==> src/bda_pkg.sv <==
// ----------------------------------------------------------------------------
// Button debounce package
// Shared sizes, register codes, reset values and lane/merge interface types.
// ----------------------------------------------------------------------------
package bda_pkg;

    localparam int NUM_BUTTONS = 4;
    localparam int PIN_W       = 4;
    localparam int MASK_W      = (NUM_BUTTONS < PIN_W) ? NUM_BUTTONS : PIN_W;
    localparam int TIME_W      = 32;
    localparam int DELAY_W     = 16;
    localparam int IDX_W       = 2;
    localparam int CFG_ADDR_W  = 2;

    localparam int S_FIELDS_W  = PIN_W + TIME_W + IDX_W;
    localparam int S_TDATA_W   = ((S_FIELDS_W + 7) / 8) * 8;
    localparam int M_FIELDS_W  = 1 + 1 + PIN_W + PIN_W;
    localparam int M_TDATA_W   = ((M_FIELDS_W + 7) / 8) * 8;

    localparam logic [DELAY_W-1:0] FIRST_DELAY_RST = 16'd500;
    localparam logic [DELAY_W-1:0] REPEAT_IVL_RST  = 16'd200;
    localparam logic [DELAY_W-1:0] DEBOUNCE_RST    = 16'd50;
    localparam logic               BEEP_EN_RST     = 1'b1;

    typedef enum logic [CFG_ADDR_W-1:0] {
        REG_FIRST_DELAY = 2'd0,
        REG_REPEAT_IVL  = 2'd1,
        REG_DEBOUNCE    = 2'd2,
        REG_BEEP_EN     = 2'd3
    } cfg_reg_t;

    typedef enum logic {
        OP_SCAN = 1'b0,
        OP_READ = 1'b1
    } op_t;

    typedef struct packed {
        logic [DELAY_W-1:0] first_delay;
        logic [DELAY_W-1:0] repeat_ivl;
        logic [DELAY_W-1:0] debounce;
    } lane_cfg_t;

    typedef struct packed {
        logic latch_cur;
        logic latch_next;
        logic held_next;
    } lane_status_t;

    typedef struct packed {
        logic [PIN_W-1:0] pending_mask;
        logic [PIN_W-1:0] held_mask;
        logic             beep_request;
        logic             read_pressed;
    } result_t;

endpackage

==> src/bda_lane.sv <==
// ----------------------------------------------------------------------------
// Button debounce lane
// One button's mode machine, deadline, held flag and press latch.
// ----------------------------------------------------------------------------
module bda_lane (
    input  logic                  aclk,
    input  logic                  aresetn,
    input  logic                  scan_en,
    input  logic                  clear_en,
    input  logic                  pin_high,
    input  logic [31:0]           now_ms,
    input  bda_pkg::lane_cfg_t    cfg,
    output bda_pkg::lane_status_t status
);
    import bda_pkg::*;

    typedef enum logic [1:0] {
        MODE_UNPRESSED = 2'd0,
        MODE_FIRST     = 2'd1,
        MODE_REPEAT    = 2'd2,
        MODE_DEBOUNCE  = 2'd3
    } mode_t;

    mode_t              mode_reg,     mode_next;
    logic               held_reg,     held_next;
    logic               latch_reg,    latch_next;
    logic [TIME_W-1:0]  deadline_reg, deadline_next;
    logic               expired;

    assign expired = (now_ms >= deadline_reg);

    always_comb begin
        mode_next     = mode_reg;
        held_next     = held_reg;
        latch_next    = latch_reg;
        deadline_next = deadline_reg;
        if (scan_en) begin
            if (pin_high) begin
                case (mode_reg)
                    MODE_UNPRESSED: begin
                        mode_next     = MODE_FIRST;
                        held_next     = 1'b1;
                        latch_next    = 1'b1;
                        deadline_next = now_ms + TIME_W'(cfg.first_delay);
                    end
                    MODE_DEBOUNCE: begin
                        // re-press while debouncing: resume repeat, no new report
                        mode_next     = MODE_REPEAT;
                        deadline_next = now_ms + TIME_W'(cfg.repeat_ivl);
                    end
                    default: begin
                        if (expired) begin
                            mode_next     = MODE_REPEAT;
                            latch_next    = 1'b1;
                            deadline_next = now_ms + TIME_W'(cfg.repeat_ivl);
                        end
                    end
                endcase
            end else begin
                case (mode_reg)
                    MODE_FIRST, MODE_REPEAT: begin
                        mode_next     = MODE_DEBOUNCE;
                        deadline_next = now_ms + TIME_W'(cfg.debounce);
                    end
                    MODE_DEBOUNCE: begin
                        if (expired) begin
                            mode_next  = MODE_UNPRESSED;
                            held_next  = 1'b0;
                            latch_next = 1'b0;
                        end
                    end
                    default: begin
                    end
                endcase
            end
        end
        if (clear_en) begin
            latch_next = 1'b0;
        end
    end

    always_ff @(posedge aclk) begin
        if (!aresetn) begin
            mode_reg     <= MODE_UNPRESSED;
            held_reg     <= 1'b0;
            latch_reg    <= 1'b0;
            deadline_reg <= '0;
        end else begin
            mode_reg     <= mode_next;
            held_reg     <= held_next;
            latch_reg    <= latch_next;
            deadline_reg <= deadline_next;
        end
    end

    assign status.latch_cur  = latch_reg;
    assign status.latch_next = latch_next;
    assign status.held_next  = held_next;

endmodule

==> src/bda_merge.sv <==
// ----------------------------------------------------------------------------
// Button debounce merge
// Combine lane status into the read answer and the held/pending masks.
// ----------------------------------------------------------------------------
module bda_merge (
    input  bda_pkg::lane_status_t lane_st [bda_pkg::NUM_BUTTONS],
    input  logic                  is_read,
    input  logic [1:0]            button_index,
    input  logic                  beep_enable,
    output bda_pkg::result_t      result
);
    import bda_pkg::*;

    logic              sel_latch;
    logic [PIN_W-1:0]  held_mask;
    logic [PIN_W-1:0]  pend_mask;

    always_comb begin
        sel_latch = 1'b0;
        // out-of-range index selects nothing and reads zero
        for (int i = 0; i < NUM_BUTTONS; i++) begin
            if (32'(button_index) == i) begin
                sel_latch = lane_st[i].latch_cur;
            end
        end
    end

    always_comb begin
        held_mask = '0;
        pend_mask = '0;
        for (int i = 0; i < MASK_W; i++) begin
            held_mask[i] = lane_st[i].held_next;
            pend_mask[i] = lane_st[i].latch_next;
        end
    end

    assign result.read_pressed = is_read & sel_latch;
    assign result.beep_request = is_read & sel_latch & beep_enable;
    assign result.held_mask    = held_mask;
    assign result.pending_mask = pend_mask;

endmodule

==> src/button_debounce_autorepeat.sv <==
// ----------------------------------------------------------------------------
// Button debounce with auto-repeat, top level
// Output: m_tvalid rises in the cycle after an input transfer while the output
// register is free; behind a stalled output the result waits in the skid stage.
// Throughput: one item per cycle while m_tready stays high; input is stalled
// while a full skid stage drains. Ready drops only when both stages are full.
// Reset (aresetn low, synchronous): all buttons unpressed, flags clear,
// registers back to 500/200/50 ms and beeps enabled; no result held.
// ----------------------------------------------------------------------------
module button_debounce_autorepeat (
    input  logic                          aclk,
    input  logic                          aresetn,
    // input stream
    input  logic                          s_tvalid,
    output logic                          s_tready,
    // [3:0] pin_levels, [35:4] now_ms, [37:36] button_index, rest zero
    input  logic [bda_pkg::S_TDATA_W-1:0] s_tdata,
    // [0] operation
    input  logic                          s_tuser,
    // result stream
    output logic                          m_tvalid,
    input  logic                          m_tready,
    // [0] read_pressed, [1] beep_request, [5:2] held_mask,
    // [9:6] pending_mask, rest zero
    output logic [bda_pkg::M_TDATA_W-1:0] m_tdata,
    // configuration writes
    input  logic                          cfg_wr_en,
    input  logic [1:0]                    cfg_addr,
    input  logic [15:0]                   cfg_wdata
);
    import bda_pkg::*;

    // ------------------------------------------------------------------
    // Unpack the input transfer
    // ------------------------------------------------------------------
    logic [PIN_W-1:0]  pin_levels;
    logic [TIME_W-1:0] now_ms;
    logic [IDX_W-1:0]  button_index;
    logic              in_xfer;
    logic              is_read;
    logic              scan_en;

    assign pin_levels   = s_tdata[PIN_W-1:0];
    assign now_ms       = s_tdata[PIN_W+TIME_W-1:PIN_W];
    assign button_index = s_tdata[S_FIELDS_W-1:PIN_W+TIME_W];
    assign in_xfer      = s_tvalid & s_tready;
    assign is_read      = (op_t'(s_tuser) == OP_READ);
    assign scan_en      = in_xfer & ~is_read;

    // ------------------------------------------------------------------
    // Configuration registers, not guarded by the block: the user must write them only while idle
    // ------------------------------------------------------------------
    lane_cfg_t cfg_reg;
    logic      beep_en_reg;

    always_ff @(posedge aclk) begin
        if (!aresetn) begin
            cfg_reg.first_delay <= FIRST_DELAY_RST;
            cfg_reg.repeat_ivl  <= REPEAT_IVL_RST;
            cfg_reg.debounce    <= DEBOUNCE_RST;
            beep_en_reg         <= BEEP_EN_RST;
        end else if (cfg_wr_en) begin
            case (cfg_reg_t'(cfg_addr))
                REG_FIRST_DELAY: cfg_reg.first_delay <= cfg_wdata;
                REG_REPEAT_IVL:  cfg_reg.repeat_ivl  <= cfg_wdata;
                REG_DEBOUNCE:    cfg_reg.debounce    <= cfg_wdata;
                REG_BEEP_EN:     beep_en_reg         <= cfg_wdata[0];
                default: begin
                end
            endcase
        end
    end

    // ------------------------------------------------------------------
    // One lane per button; lanes past the pin count always read released
    // ------------------------------------------------------------------
    lane_status_t lane_st [NUM_BUTTONS];

    for (genvar g = 0; g < NUM_BUTTONS; g++) begin : g_lane
        logic pin_high;
        logic clear_en;

        if (g < PIN_W) begin : g_pin
            assign pin_high = pin_levels[g];
        end else begin : g_nopin
            assign pin_high = 1'b0;
        end

        // a read clears only the selected button's latch
        assign clear_en = in_xfer & is_read & (32'(button_index) == g);

        bda_lane u_lane (
            .aclk     (aclk),
            .aresetn  (aresetn),
            .scan_en  (scan_en),
            .clear_en (clear_en),
            .pin_high (pin_high),
            .now_ms   (now_ms),
            .cfg      (cfg_reg),
            .status   (lane_st[g])
        );
    end

    // ------------------------------------------------------------------
    // Merge lane status into one result
    // ------------------------------------------------------------------
    result_t result;

    bda_merge u_merge (
        .lane_st      (lane_st),
        .is_read      (is_read),
        .button_index (button_index),
        .beep_enable  (beep_en_reg),
        .result       (result)
    );

    // ------------------------------------------------------------------
    // Output register plus skid stage: take a new item while a finished
    // result waits; hold off input only when both are occupied.
    // ------------------------------------------------------------------
    result_t out_reg;
    result_t skid_reg;
    logic    out_valid_reg;
    logic    skid_valid_reg;
    logic    out_free;

    assign s_tready = ~skid_valid_reg;
    assign out_free = ~out_valid_reg | m_tready;

    always_ff @(posedge aclk) begin
        if (!aresetn) begin
            out_valid_reg  <= 1'b0;
            skid_valid_reg <= 1'b0;
        end else if (out_free) begin
            if (skid_valid_reg) begin
                // drain the skid stage first; input is stalled meanwhile
                out_valid_reg  <= 1'b1;
                skid_valid_reg <= 1'b0;
            end else begin
                out_valid_reg  <= in_xfer;
            end
        end else if (in_xfer) begin
            skid_valid_reg <= 1'b1;
        end
    end

    always_ff @(posedge aclk) begin
        if (out_free) begin
            if (skid_valid_reg) begin
                out_reg <= skid_reg;
            end else if (in_xfer) begin
                out_reg <= result;
            end
        end else if (in_xfer) begin
            skid_reg <= result;
        end
    end

    assign m_tvalid = out_valid_reg;
    assign m_tdata  = {(M_TDATA_W - M_FIELDS_W)'(0), out_reg};

`ifndef SYNTHESIS
    // the skid stage only fills behind a stalled output register
    a_skid_behind_out: assert property (@(posedge aclk) disable iff (!aresetn)
        skid_valid_reg |-> out_valid_reg)
        else $error("skid stage holds a result while output register is empty");

    // a beep is only requested for a read that returned a press
    a_beep_needs_press: assert property (@(posedge aclk) disable iff (!aresetn)
        out_valid_reg |-> (!out_reg.beep_request || out_reg.read_pressed))
        else $error("beep requested without a returned press");

    // a pending press always belongs to a held button
    a_pending_held: assert property (@(posedge aclk) disable iff (!aresetn)
        out_valid_reg |-> ((out_reg.pending_mask & ~out_reg.held_mask) == '0))
        else $error("pending press on a button that is not held");

    // a result appears in the cycle after a transfer into a free output
    a_one_cycle_latency: assert property (@(posedge aclk) disable iff (!aresetn)
        (in_xfer && out_free && !skid_valid_reg) |=> out_valid_reg)
        else $error("accepted item did not reach the output register");
`endif

endmodule

==> config.mk <==
export PLATFORM = sky130hd
export DESIGN_NAME = button_debounce_autorepeat
export DESIGN_NICKNAME = d
export VERILOG_FILES = /design/src/bda_pkg.sv /design/src/bda_lane.sv /design/src/bda_merge.sv /design/src/button_debounce_autorepeat.sv
export SDC_FILE = /design/constraint.sdc
export NUM_CORES = 1
export LEC_CHECK = 0
export BUFFER_PORTS_ARGS = -buffer_cell sky130_fd_sc_hd__buf_2
export CAP_MARGIN = 20
export CORE_MARGIN = 4
export CORE_UTILIZATION = 57
export DETAILED_ROUTE_END_ITERATION = 6
export PLACE_DENSITY = 0.79
export SLEW_MARGIN = 20
export SYNTH_ARGS = -nofsm -noshare
export SYNTH_HDL_FRONTEND = slang
export SYNTH_SLANG_ARGS = --single-unit
==> constraint.sdc <==
create_clock -name aclk -period 2.8 [get_ports aclk]
set_input_delay 0.14 -clock aclk [delete_from_list [all_inputs] [get_ports aclk]]
set_output_delay 0.14 -clock aclk [all_outputs]
set_load 0.01 [all_outputs]
# == Yosys cells after proc, flatten, opt, wreduce, memory -nomap -nowiden ==
# Cells that the tools add are included.
# classes
add_sub_neg,3
mul,0
n_div,0
order_cmp,4
eq_ne,26
n_shift,0
n_mux,91
bitwise_logic,15
n_reduce_logical,34
# ops
operator,count
32-bit 2-to-1 mux,12
32-bit case mux with 2 select lines,4
32-bit >= comparator,4
32-bit by 16-bit adder with 32-bit output,3
1-bit 2-to-1 mux,49
2-bit case mux with 2 select lines,8
"2-bit equality test, second input constant",12
2-bit 2-to-1 mux,12
10-bit 2-to-1 mux,2
"4-bit by 1-bit != test with 1-bit output, second input constant",4
4-bit AND reduction,4
"2-bit by 1-bit equality test with 1-bit output, second input constant",6
2-bit zero test,6
"3-bit by 2-bit != test with 1-bit output, second input constant",4
2-bit AND reduction,6
3-bit AND reduction,4
3-bit nonzero test,4
2-bit nonzero test,5
2-bit OR reduction,5
1-bit AND,9
1-bit case mux with 2 select lines,4
1-bit inverter,5
1-bit bitwise OR,1
# totals
regBits,215
latch_bits,0
ramBits,0
romBits,0
in_bits,64
out_inout_bits,18
word_cells,203
memories,0

# == Logic depth before layout (Yosys ltp) ==
# Gate-level depths: netlist (run 1).
# depth
ltp_word,9
mapped_depth,13
depth_no_buf,12

# == Modules after synthesis ==
# Synthesis (run 1) repeated with hierarchy kept, for this count alone.
# unflattened
hier_cells,2195
hier_area_um2,17699.5
# modules_own_cells
mod,n_inst,cells_each,area_per_inst_um2,seq_area_each_um2
bda_lane (g_lane[0].u_lane),1,493,3741.1,720.7
bda_lane (g_lane[2].u_lane),1,493,3726.1,720.7
bda_lane (g_lane[1].u_lane),1,493,3686.0,720.7
bda_lane (g_lane[3].u_lane),1,454,3606.0,720.7
button_debounce_autorepeat,1,246,2819.0,1621.6
bda_merge,1,16,121.4,0.0

# == Worst setup path after synthesis (run 1) ==
# Ideal clock, no wire load.
# synth_path
path_kind,reg2reg
startpoint,reg cfg_reg[32] (netlist name)
endpoint,reg g_lane[1].u_lane.deadline_reg[28]
setup_ps,119
t_arrival_ps,2822
t_required_ps,2681
path_slack_ps,-141
path_stages_with_launch,13
n_path_buf,0
period_less_slack_ps,2941
cell_sequence,dfxtp_1 ha_1 inv_1 fa_1 nand2b_1 a21oi_1 o2111ai_1 o211ai_1 o21ai_1 or3b_2 xor2_1 o22ai_1 o221a_2
# synth_between
elab_chain_len,3
# synth_rtl
element,line_no,text
"start, declared",button_debounce_autorepeat.sv:53,lane_cfg_t cfg_reg;
32-bit by 16-bit adder with 32-bit output,bda_lane.sv:44,deadline_next = now_ms + TIME_W'(cfg.first_delay);
32-bit case mux with 2 select lines,bda_lane.sv:39,case (mode_reg)
32-bit 2-to-1 mux,bda_lane.sv:38,if (pin_high) begin
"end signal, assigned",bda_lane.sv:92,deadline_reg <= deadline_next;
"end, declared",bda_lane.sv:27,"logic [TIME_W-1:0] deadline_reg, deadline_next;"
# No other way between the ends.
# A chain may end at the register's enable or synchronous reset.

# == Worst setup path in the final report (run 1) ==
# layout_path
startpoint,reg g_lane[2].u_lane.deadline_reg[26]
endpoint,reg g_lane[2].u_lane.deadline_reg[7]
# layout_between
elab_chain_len,3
# layout_rtl
element,line_no,text
"start, declared",bda_lane.sv:27,
"start signal, assigned",bda_lane.sv:92,
32-bit >= comparator,bda_lane.sv:30,assign expired = (now_ms >= deadline_reg);
4-bit by 1-bit != test with 1-bit output (no source line),n/a,
3-bit AND reduction (no source line),n/a,
# No other way between the ends.

==> reports/qor.txt, run 1 <==
Min-Delay Path Class: input port to flop
largest net degree at the start of global routing: 75
initial antenna violation count: 1
crit path max fanout: 7
WHS Endpoint: skid_reg[0]
CP Data Arrival Time: 3.49 ns
Setup Skew: 0.0286 ns
fraction of synthesized area in multiplexers: 0.0370
# setup viols final: 85
Max Transition Viols Final: 0
status: finished with violations
H-tree levels: 1
power per cell area: 449 mW/mm²
Min-Delay Path Depth: 2
Internal: 6.76 mW
area of the mapped netlist: 0.0169 mm²
number of flip-flops under the largest register name: 128
first-pass GRT wire length: 99900 µm
Ys Warns: 0
Max rail drop VDD: 0.000564 V
Setup CP Type: flop to flop
height of the die: 180 µm
slew at the pin with the worst max-slew slack: 0.987 ns
Post-Synth Adder-Cell Area: 0.139
GPL Wtd Cong: 1.01
Final Hold Violating Endpoints: 0
vias per cell: 6.66
fraction of layout cells with a size suffix above 1: 0.302
# rows: 62
worst r2r src: g_lane[2].u_lane.deadline_reg[26]
nets: 2828
worst endpoint required time: 3.30 ns
post-synthesis xor/xnor area fraction: 0.0481
pre-CTS setup slack: -0.539 ns
die area: 0.0326 mm²
CTS Buffer Depth: 3
DRC: 1
Ports: 82
Net Sw Frac: 0.357
clock sink count: 215
synthesis-stage register bit count: 215
Seq/Total Area, Yosys: 0.266
failing checks: design-rule violations, negative setup slack
DR iter-0 viols: 3010
DRT Wirelength: 70500 µm
Max-cap violations: 0
fillers: 1730
Wirelength per Cell: 23.6 µm
Pre-antenna DRT Iters: 7
Final Cycle Share: 1.07
synthesis-to-layout area growth: 38.2%
Post-Syn Area per Cell: 7.64 µm²
Starting Density: 0.584
root buffer cell: clkbuf_16
CTS tree: built
DP HPWL: 46600 µm
R2R Setup Slk: -0.19 ns
Main synth FF type: dfxtp_1
Logic pwr share: 0.349
Mapped Cells: 2217
DP Area: 0.0198 mm²
GRT Util Overall: 0.377
Port Buffers: 73
max_slew headroom: 0.342
Flop pwr share: 0.324
FF-to-FF path depth: 13
final worst slack: -0.194 ns
Synth Area in Simple Gates: 0.183
Lkg Pwr: 9.62 nW
hold_sp: s_tuser
Post-Layout Inst Area: 0.0234 mm²
grt total ovfl: 0
vias in the first global route: 18200
Startpoint Class: flop
Yosys cell types: 81
post-layout minimum cycle time: 2.99 ns
post-synthesis compound-gate area fraction: 0.258
Worst-path clk slew: 0.07 ns
CTS buffer count: 26
via count: 19900
ANT cells: 0
FFs w/ async S/R, synth: 0
CP startpoint: g_lane[2].u_lane.deadline_reg[26]
largest family of logic cells by synthesized area: compound AO/OA/AOI/OAI gates
type of destination of the critical path: flop
RSZ-0062 raised after global routing: yes
Peak Freq: 0.334 GHz
P_sw: 3.76 mW
Die W: 180 µm
Clock Latency Late Sink: 0.57 ns
Core ar.: 0.0290 mm²
Clk pwr share: 0.327
Worst R2R End: g_lane[2].u_lane.deadline_reg[7]
number of enable flip-flop cells after synthesis: 20
Antenna Nets Post-Route: 0
Yosys cell counts (all sizes together) (48+ instances only):
| master | count | area [µm²] |
|---|---|---|
| o211ai | 74 | 556 |
| o21ai | 130 | 651 |
| a21oi | 225 | 1130 |
| clkbuf | 100 | 375 |
| xnor2 | 62 | 543 |
| mux2i | 48 | 480 |
| nor2 | 137 | 514 |
| nand2 | 324 | 1220 |
| ha | 184 | 2300 |
| inv | 161 | 604 |
| nand3 | 65 | 338 |
| dfxtp | 195 | 3900 |
how the worst max path moves through the flow:
stage / to / slack, ns / cells past startpoint
global route: g_lane[2].u_lane.deadline_reg[26] / -0.26 / 14
detailed placement: m_tdata[4] / -0.54 / 11
floorplan: g_lane[1].u_lane.deadline_reg[28] / 0.04 / 12
global placement: m_tdata[4] / -0.45 / 11
CTS: g_lane[2].u_lane.deadline_reg[0] / -0.27 / 13
finish: g_lane[2].u_lane.deadline_reg[7] / -0.19 / 13
cell type report:
class | instances | area [µm²] | area share
inverter | 163 | 616 | 0.0263
tap | 384 | 480 | 0.0205
multi-input combinational | 1714 | 13200 | 0.562
clock inverter | 16 | 166 | 0.00710
sequential | 215 | 4550 | 0.194
clock buffer | 32 | 683 | 0.0292
timing repair buffer | 457 | 3760 | 0.161
placed cells by master, fill, tap and decap left out, types with 15 or more instances in the layout:
master         synthesis  routed
buf_4                  7     301
ha_4                   0      34
dfxtp_1              195     163
nand2_1              324     303
xor2_1                31      23
inv_1                159     144
o21ai_1                3      29
inv_2                  2      15
o21a_1                16      15
nand2b_1              21      17
a21o_1                47      45
buf_12                 0      19
clkbuf_16              0      29
edfxtp_1              20      20
ha_1                 184     149
buf_6                  1      33
a21oi_2                1      28
and3_1                17      16
xnor2_1               62      52
o211ai_1              74      74
nor3_1                22      18
a21oi_1              224     190
o21ai_0              127      85
nor2_1               137     125
nand4_1               30      30
nand3_1               64      61
mux2i_1               48      41
dfxtp_2                0      30
buf_2                 13      74
dlygate4sd3_1          0      23
power by group through the flow:
stage,clock (mW),sequential (mW),combinational [mW]
floorplan,0,3.42,1.69
global placement,0,3.44,2.79
detailed placement,0,3.45,2.89
CTS,3.44,3.39,3.10
global route,3.56,3.41,3.86
finish,3.44,3.40,3.67
kinds of logic (layout without fill, tap and decap cells):
family	after synthesis	count (layout)
adders and majority gates	187	187
AOI/OAI and AO/OA	679	679
other	1	6
DFF	215	215
buffers and inverters	293	668
muxes	60	60
xor gates and xnor gates	93	93
and+or+nand+nor	689	689
repair_timing:
action                                  4_1_cts  5_1_grt
gates cloned                                  1        4
resized for setup                           149      289
endpoints found under the setup margin      147      146
pin swaps                                    69      133
hold buffers                                 23        0
hold endpoints to repair                     58        0
buffers inserted                             26       38
through the flow:
step	instances	power (mW)	utilization	setup TNS (ns)	hold WS [ns]
2_1_floorplan	2222	5.12	-	0	0.264
3_3_place_gp	2850	6.23	0.682	-29.08	0.380
3_5_place_dp	2850	6.34	0.682	-38.87	0.390
4_1_cts	2946	9.92	0.749	-7.38	0.00711
5_1_grt	2981	10.8	0.807	-12.29	0.0606
6_report	2981	10.5	0.807	-6.00	0.0280
worst max-delay path, cell delays in order, from the launching register on:
cell      delay (ns)
dfxtp_1         0.36
inv_1           0.08
ha_1            0.26
and2_0          0.15
nand4_1         0.13
buf_6           0.16
a2111o_1        0.47
a41oi_4         0.32
nor3_4          0.11
a21o_1          0.21
buf_12          0.16
a211oi_1        0.29
a21oi_1         0.10
nor2_1          0.13
routing by layer:
| metal | share of wire | up-vias | GRT usage |
|---|---|---|---|
| met1 | 0.36 | 9265 | 0.500 |
| met4 | 0.067 | 2 | 0.162 |
| met2 | 0.44 | 1502 | 0.594 |
| li1 | - | 8659 | - |
| met5 | 0.00023 | - | 0 |
| met3 | 0.13 | 432 | 0.0830 |
(Power assumes the default switching activity.)
==> run 2, diff against run 1 <==
CORE_UTILIZATION = 58   (was 57)
CTS_BUF_LIST = sky130_fd_sc_hd__clkbuf_4   (was default)
PLACE_DENSITY = 0.8   (was 0.79)
clock period = 2.5 ns   (was 2.8 ns; I/O delays follow)
==> run 2 against run 1 <==
Compared with the run above: the run now fails in 5_1_grt; synthesized area unchanged; synthesized cell count did not move.
==> reports/qor.txt, run 2 <==
status: aborted with a tool error
Last stage: 5_1_grt
Err: [ERROR GRT-0232] Routing congestion too high. Check the congestion heatmap in the GUI.
dominant cell by count in the synthesized netlist: nand2_1
FFs w/ async S/R, synth: 0 (unchanged)
DP Area: 0.0206 mm² (+4.1%)
root buffer cell: clkbuf_4
Die W: 179 µm (-0.83%)
Seq/Total Area, Yosys: 0.266 (unchanged)
Yosys top cell by area: dfxtp_1
CTS Buffer Depth: 3 (unchanged)
# rows: 62 (unchanged)
largest net degree at the start of global routing: 87
GPL Wtd Cong: 0.991 (-2.1%)
synthesis-stage register bit count: 215 (unchanged)
WEP type: register data pin
Ports: 82 (unchanged)
Starting Density: 0.589 (+0.00472)
area of the mapped netlist: 0.0169 mm² (unchanged)
Mapped Cells: 2217 (unchanged)
number of enable flip-flop cells after synthesis: 20 (unchanged)
GRT Util Overall: 0.740
Yosys cell types: 81 (unchanged)
grt total ovfl: 124
Post-Syn Area per Cell: 7.64 µm² (unchanged)
CTS buffer count: 66 (+150%)
Main synth FF type: dfxtp_1
largest cells by area after synthesis: dfxtp_1 (23%), ha_1 (14%), nand2_1 (7.2%)
height of the die: 179 µm (-0.83%)
Post-synth top cells: nand2_1 (324), a21oi_1 (224), dfxtp_1 (195)
top cell type's share of synthesized area: 0.230 (unchanged)
H-tree levels: 3 (+2)
Ys Warns: 0 (unchanged)
clock sink count: 215 (unchanged)
worst setup endpoint GRT: g_lane[0].u_lane.deadline_reg[10]$_SDFFE_PN0P_/D
Port Buffers: 73 (unchanged)
DP HPWL: 47300 µm (+1.5%)
run 2: cells by family after synthesis:
kind of cell               Yosys count  synth area share
xor gates and xnor gates            93            0.0481
buffers and inverters              293            0.0678
and+or+nand+nor                    689             0.183
DFF                                215             0.266
AOI/OAI and AO/OA                  679             0.258
adders and majority gates          187             0.139
muxes                               60            0.0370
other                                1          0.000221
run 2: timing repair:
action / in CTS
setup endpoints to repair: 160
pin swaps: 142
cloned: 9
hold buffers: 37
resized for setup: 396
endpoints found under the hold margin: 73
buffers inserted: 63
run 2: routing by layer:
layer / GRT overflow / track usage
met1: 0 / 0.741
met3: 2 / 0.580
met2: 49 / 0.897
met5: 0 / 0.184
met4: 73 / 0.768
run 2: through the flow:
step                      utilization  TNS [ns]  setup WS (ns)  std cells
after floorplan                     -    -0.418        -0.0916       2222
after global placement          0.715    -68.94          -1.02       2922
after detailed placement        0.715    -74.22         -0.990       2922
after CTS                       0.844    -25.26         -0.302       3139
==> run 3, diff against run 2 <==
CORE_UTILIZATION = 40   (was 58)
CTS_BUF_LIST = default   (was sky130_fd_sc_hd__clkbuf_4)
PLACE_DENSITY = default   (was 0.8)
PLACE_DENSITY_LB_ADDON = 0.15   (was default)
clock period = 3.2 ns   (was 2.5 ns; I/O delays follow)
==> run 3 against run 2 <==
Compared with the run above: the run now ends clean.
==> reports/qor.txt, run 3 (synthesized netlist as in run 1, its figures left out) <==
status: completed
most common cell after layout, fill and taps aside: nand2_1
Setup Skew: 0.0223 ns
Startpoint Class: flop
crit path max fanout: 6
Ports: 82 (unchanged)
largest net degree at the start of global routing: 61
Die W: 214 µm (+20%)
Pre-antenna DRT Iters: 7
Core ar.: 0.0419 mm²
GPL Wtd Cong: 0.956 (-3.5%)
DRT Wirelength: 63000 µm
via count: 17200
TNS Setup: 0 ns
Worst path most repeated cell: o21ai_1
commonest non-fill, non-tap cells in the layout: nand2_1 (323), a21oi_1 (220), dfxtp_1 (193), ha_1 (181), inv_1 (158)
H-tree levels: 1 (-2)
Lkg Pwr: 8.29 nW
type of destination of the critical path: flop
CP startpoint: g_lane[2].u_lane.deadline_reg[29]
Worst R2R End: m_tdata[4]
Wirelength per Cell: 21.4 µm
# rows: 75 (+21%)
Starting Density: 0.404 (-0.185)
Post-Layout Inst Area: 0.0204 mm²
WHS Endpoint: skid_reg[0]
first-pass GRT wire length: 95700 µm
RSZ-0062 raised after global routing: no
DP HPWL: 47100 µm (-0.24%)
clock sink count: 215 (unchanged)
multi-input logic area: 0.0115 mm²
DP Area: 0.0189 mm² (-8.0%)
CTS Buffer Depth: 3 (unchanged)
R2R Setup Slk: 0.06 ns
Max Transition Viols Final: 0
FF+latch area: 0.00451 mm²
synthesis-to-layout area growth: 20.5%
max incr delay on CP: 0.48 ns
Min-Delay Path Depth: 2
height of the die: 214 µm (+20%)
DR iter-0 viols: 1507
Max-cap violations: 0
Pwr Total: 8.99 mW
initial antenna violation count: 0
root buffer cell: clkbuf_16
worst r2r src: g_lane[2].u_lane.deadline_reg[29]
Min-Delay Path Class: input port to flop
Worst-path clk slew: 0.06 ns
Antenna Nets Post-Route: 0
DRC: 0
CP bufs+invs: 2
vias in the first global route: 16100
Final Cycle Share: 0.982
slew at the pin with the worst max-slew slack: 0.905 ns
fraction of layout cells with a size suffix above 1: 0.152
Setup CP Type: flop to flop
Final Hold Violating Endpoints: 0
Worst path slowest cell: a2111o_1
FF-to-FF path depth: 12
hold_sp: s_tuser
CP Data Arrival Time: 3.47 ns
Max rail drop VDD: 0.000388 V
die area: 0.0457 mm²
Port Buffers: 73 (unchanged)
CTS tree: built
Layout Utilization: 0.487
fillers: 4123
Clock Latency Late Sink: 0.58 ns
final cell count without fillers: 2950
WHS: 0.0507 ns
CTS buffer count: 28 (-58%)
critical-path cell list: inv_1 -> ha_4 -> and4_1 -> nand4_1 -> a2111o_1 -> a211oi_2 -> buf_4 -> nor3_4 -> nand2b_4 -> o21ai_1 -> o21ai_1 -> mux2_2
post-layout minimum cycle time: 3.14 ns
# setup viols final: 0
number of flip-flops under the largest register name: 128
CP delay by family, top: compound AO/OA/AOI/OAI gates
vias per cell: 5.82
placed instance count: 2872 (-1.7%)
grt total ovfl: 0
Peak Freq: 0.318 GHz
pre-CTS setup slack: -0.261 ns (+0.730 ns)
ANT cells: 0
nets: 2640
worst endpoint required time: 3.53 ns
GRT Util Overall: 0.268
power per cell area: 440 mW/mm²
max_slew headroom: 0.395
final worst slack: 0.0591 ns
[run 3: how the worst max path moves through the flow]
stage / end / slack [ns] / cells after the start
floorplan: g_lane[1].u_lane.deadline_reg[28] / 0.26 / 12
global placement: g_lane[3].u_lane.deadline_reg[1] / -0.20 / 15
detailed placement: m_tdata[7] / -0.26 / 13
CTS: g_lane[1].u_lane.deadline_reg[22] / 0.003 / 13
global route: m_tdata[4] / 0.003 / 12
finish: m_tdata[4] / 0.06 / 12
[run 3: area by class of cell]
type	instances	share of cell area
clock buffer	34	0.0384
inverter	163	0.0301
timing repair buffer	267	0.102
clock inverter	18	0.0121
multi-input combinational	1714	0.564
sequential	215	0.221
tap	539	0.0330
[run 3: what timing repair did]
item                                    CTS  global route
hold buffers                             23             0
pin swaps                                 3             7
buffers inserted                          1             1
resized for setup                         9            28
endpoints found under the hold margin    53             0
endpoints found under the setup margin   21            64
cloned                                    0             1
[run 3: power breakdown]
group	internal [mW]	switching [mW]	leakage (nW)	total, mW
sequential	2.88	0.0799	1.79	2.96
clock	2.15	1.38	0.505	3.54
combinational	0.961	1.54	6.00	2.50
[run 3: worst register-to-register path, cell delays in order (launching register included)]
cell	delay, ns
dfxtp_2	0.32
inv_1	0.06
ha_4	0.26
and4_1	0.21
nand4_1	0.27
a2111o_1	0.48
a211oi_2	0.33
buf_4	0.21
nor3_4	0.06
nand2b_4	0.18
o21ai_1	0.12
o21ai_1	0.11
mux2_2	0.29
[run 3: routing by layer]
layer,global-route usage,part of all wire
met1,0.385,0.46
met2,0.418,0.43
met3,0.0432,0.075
met4,0.0748,0.030
met5,0,0
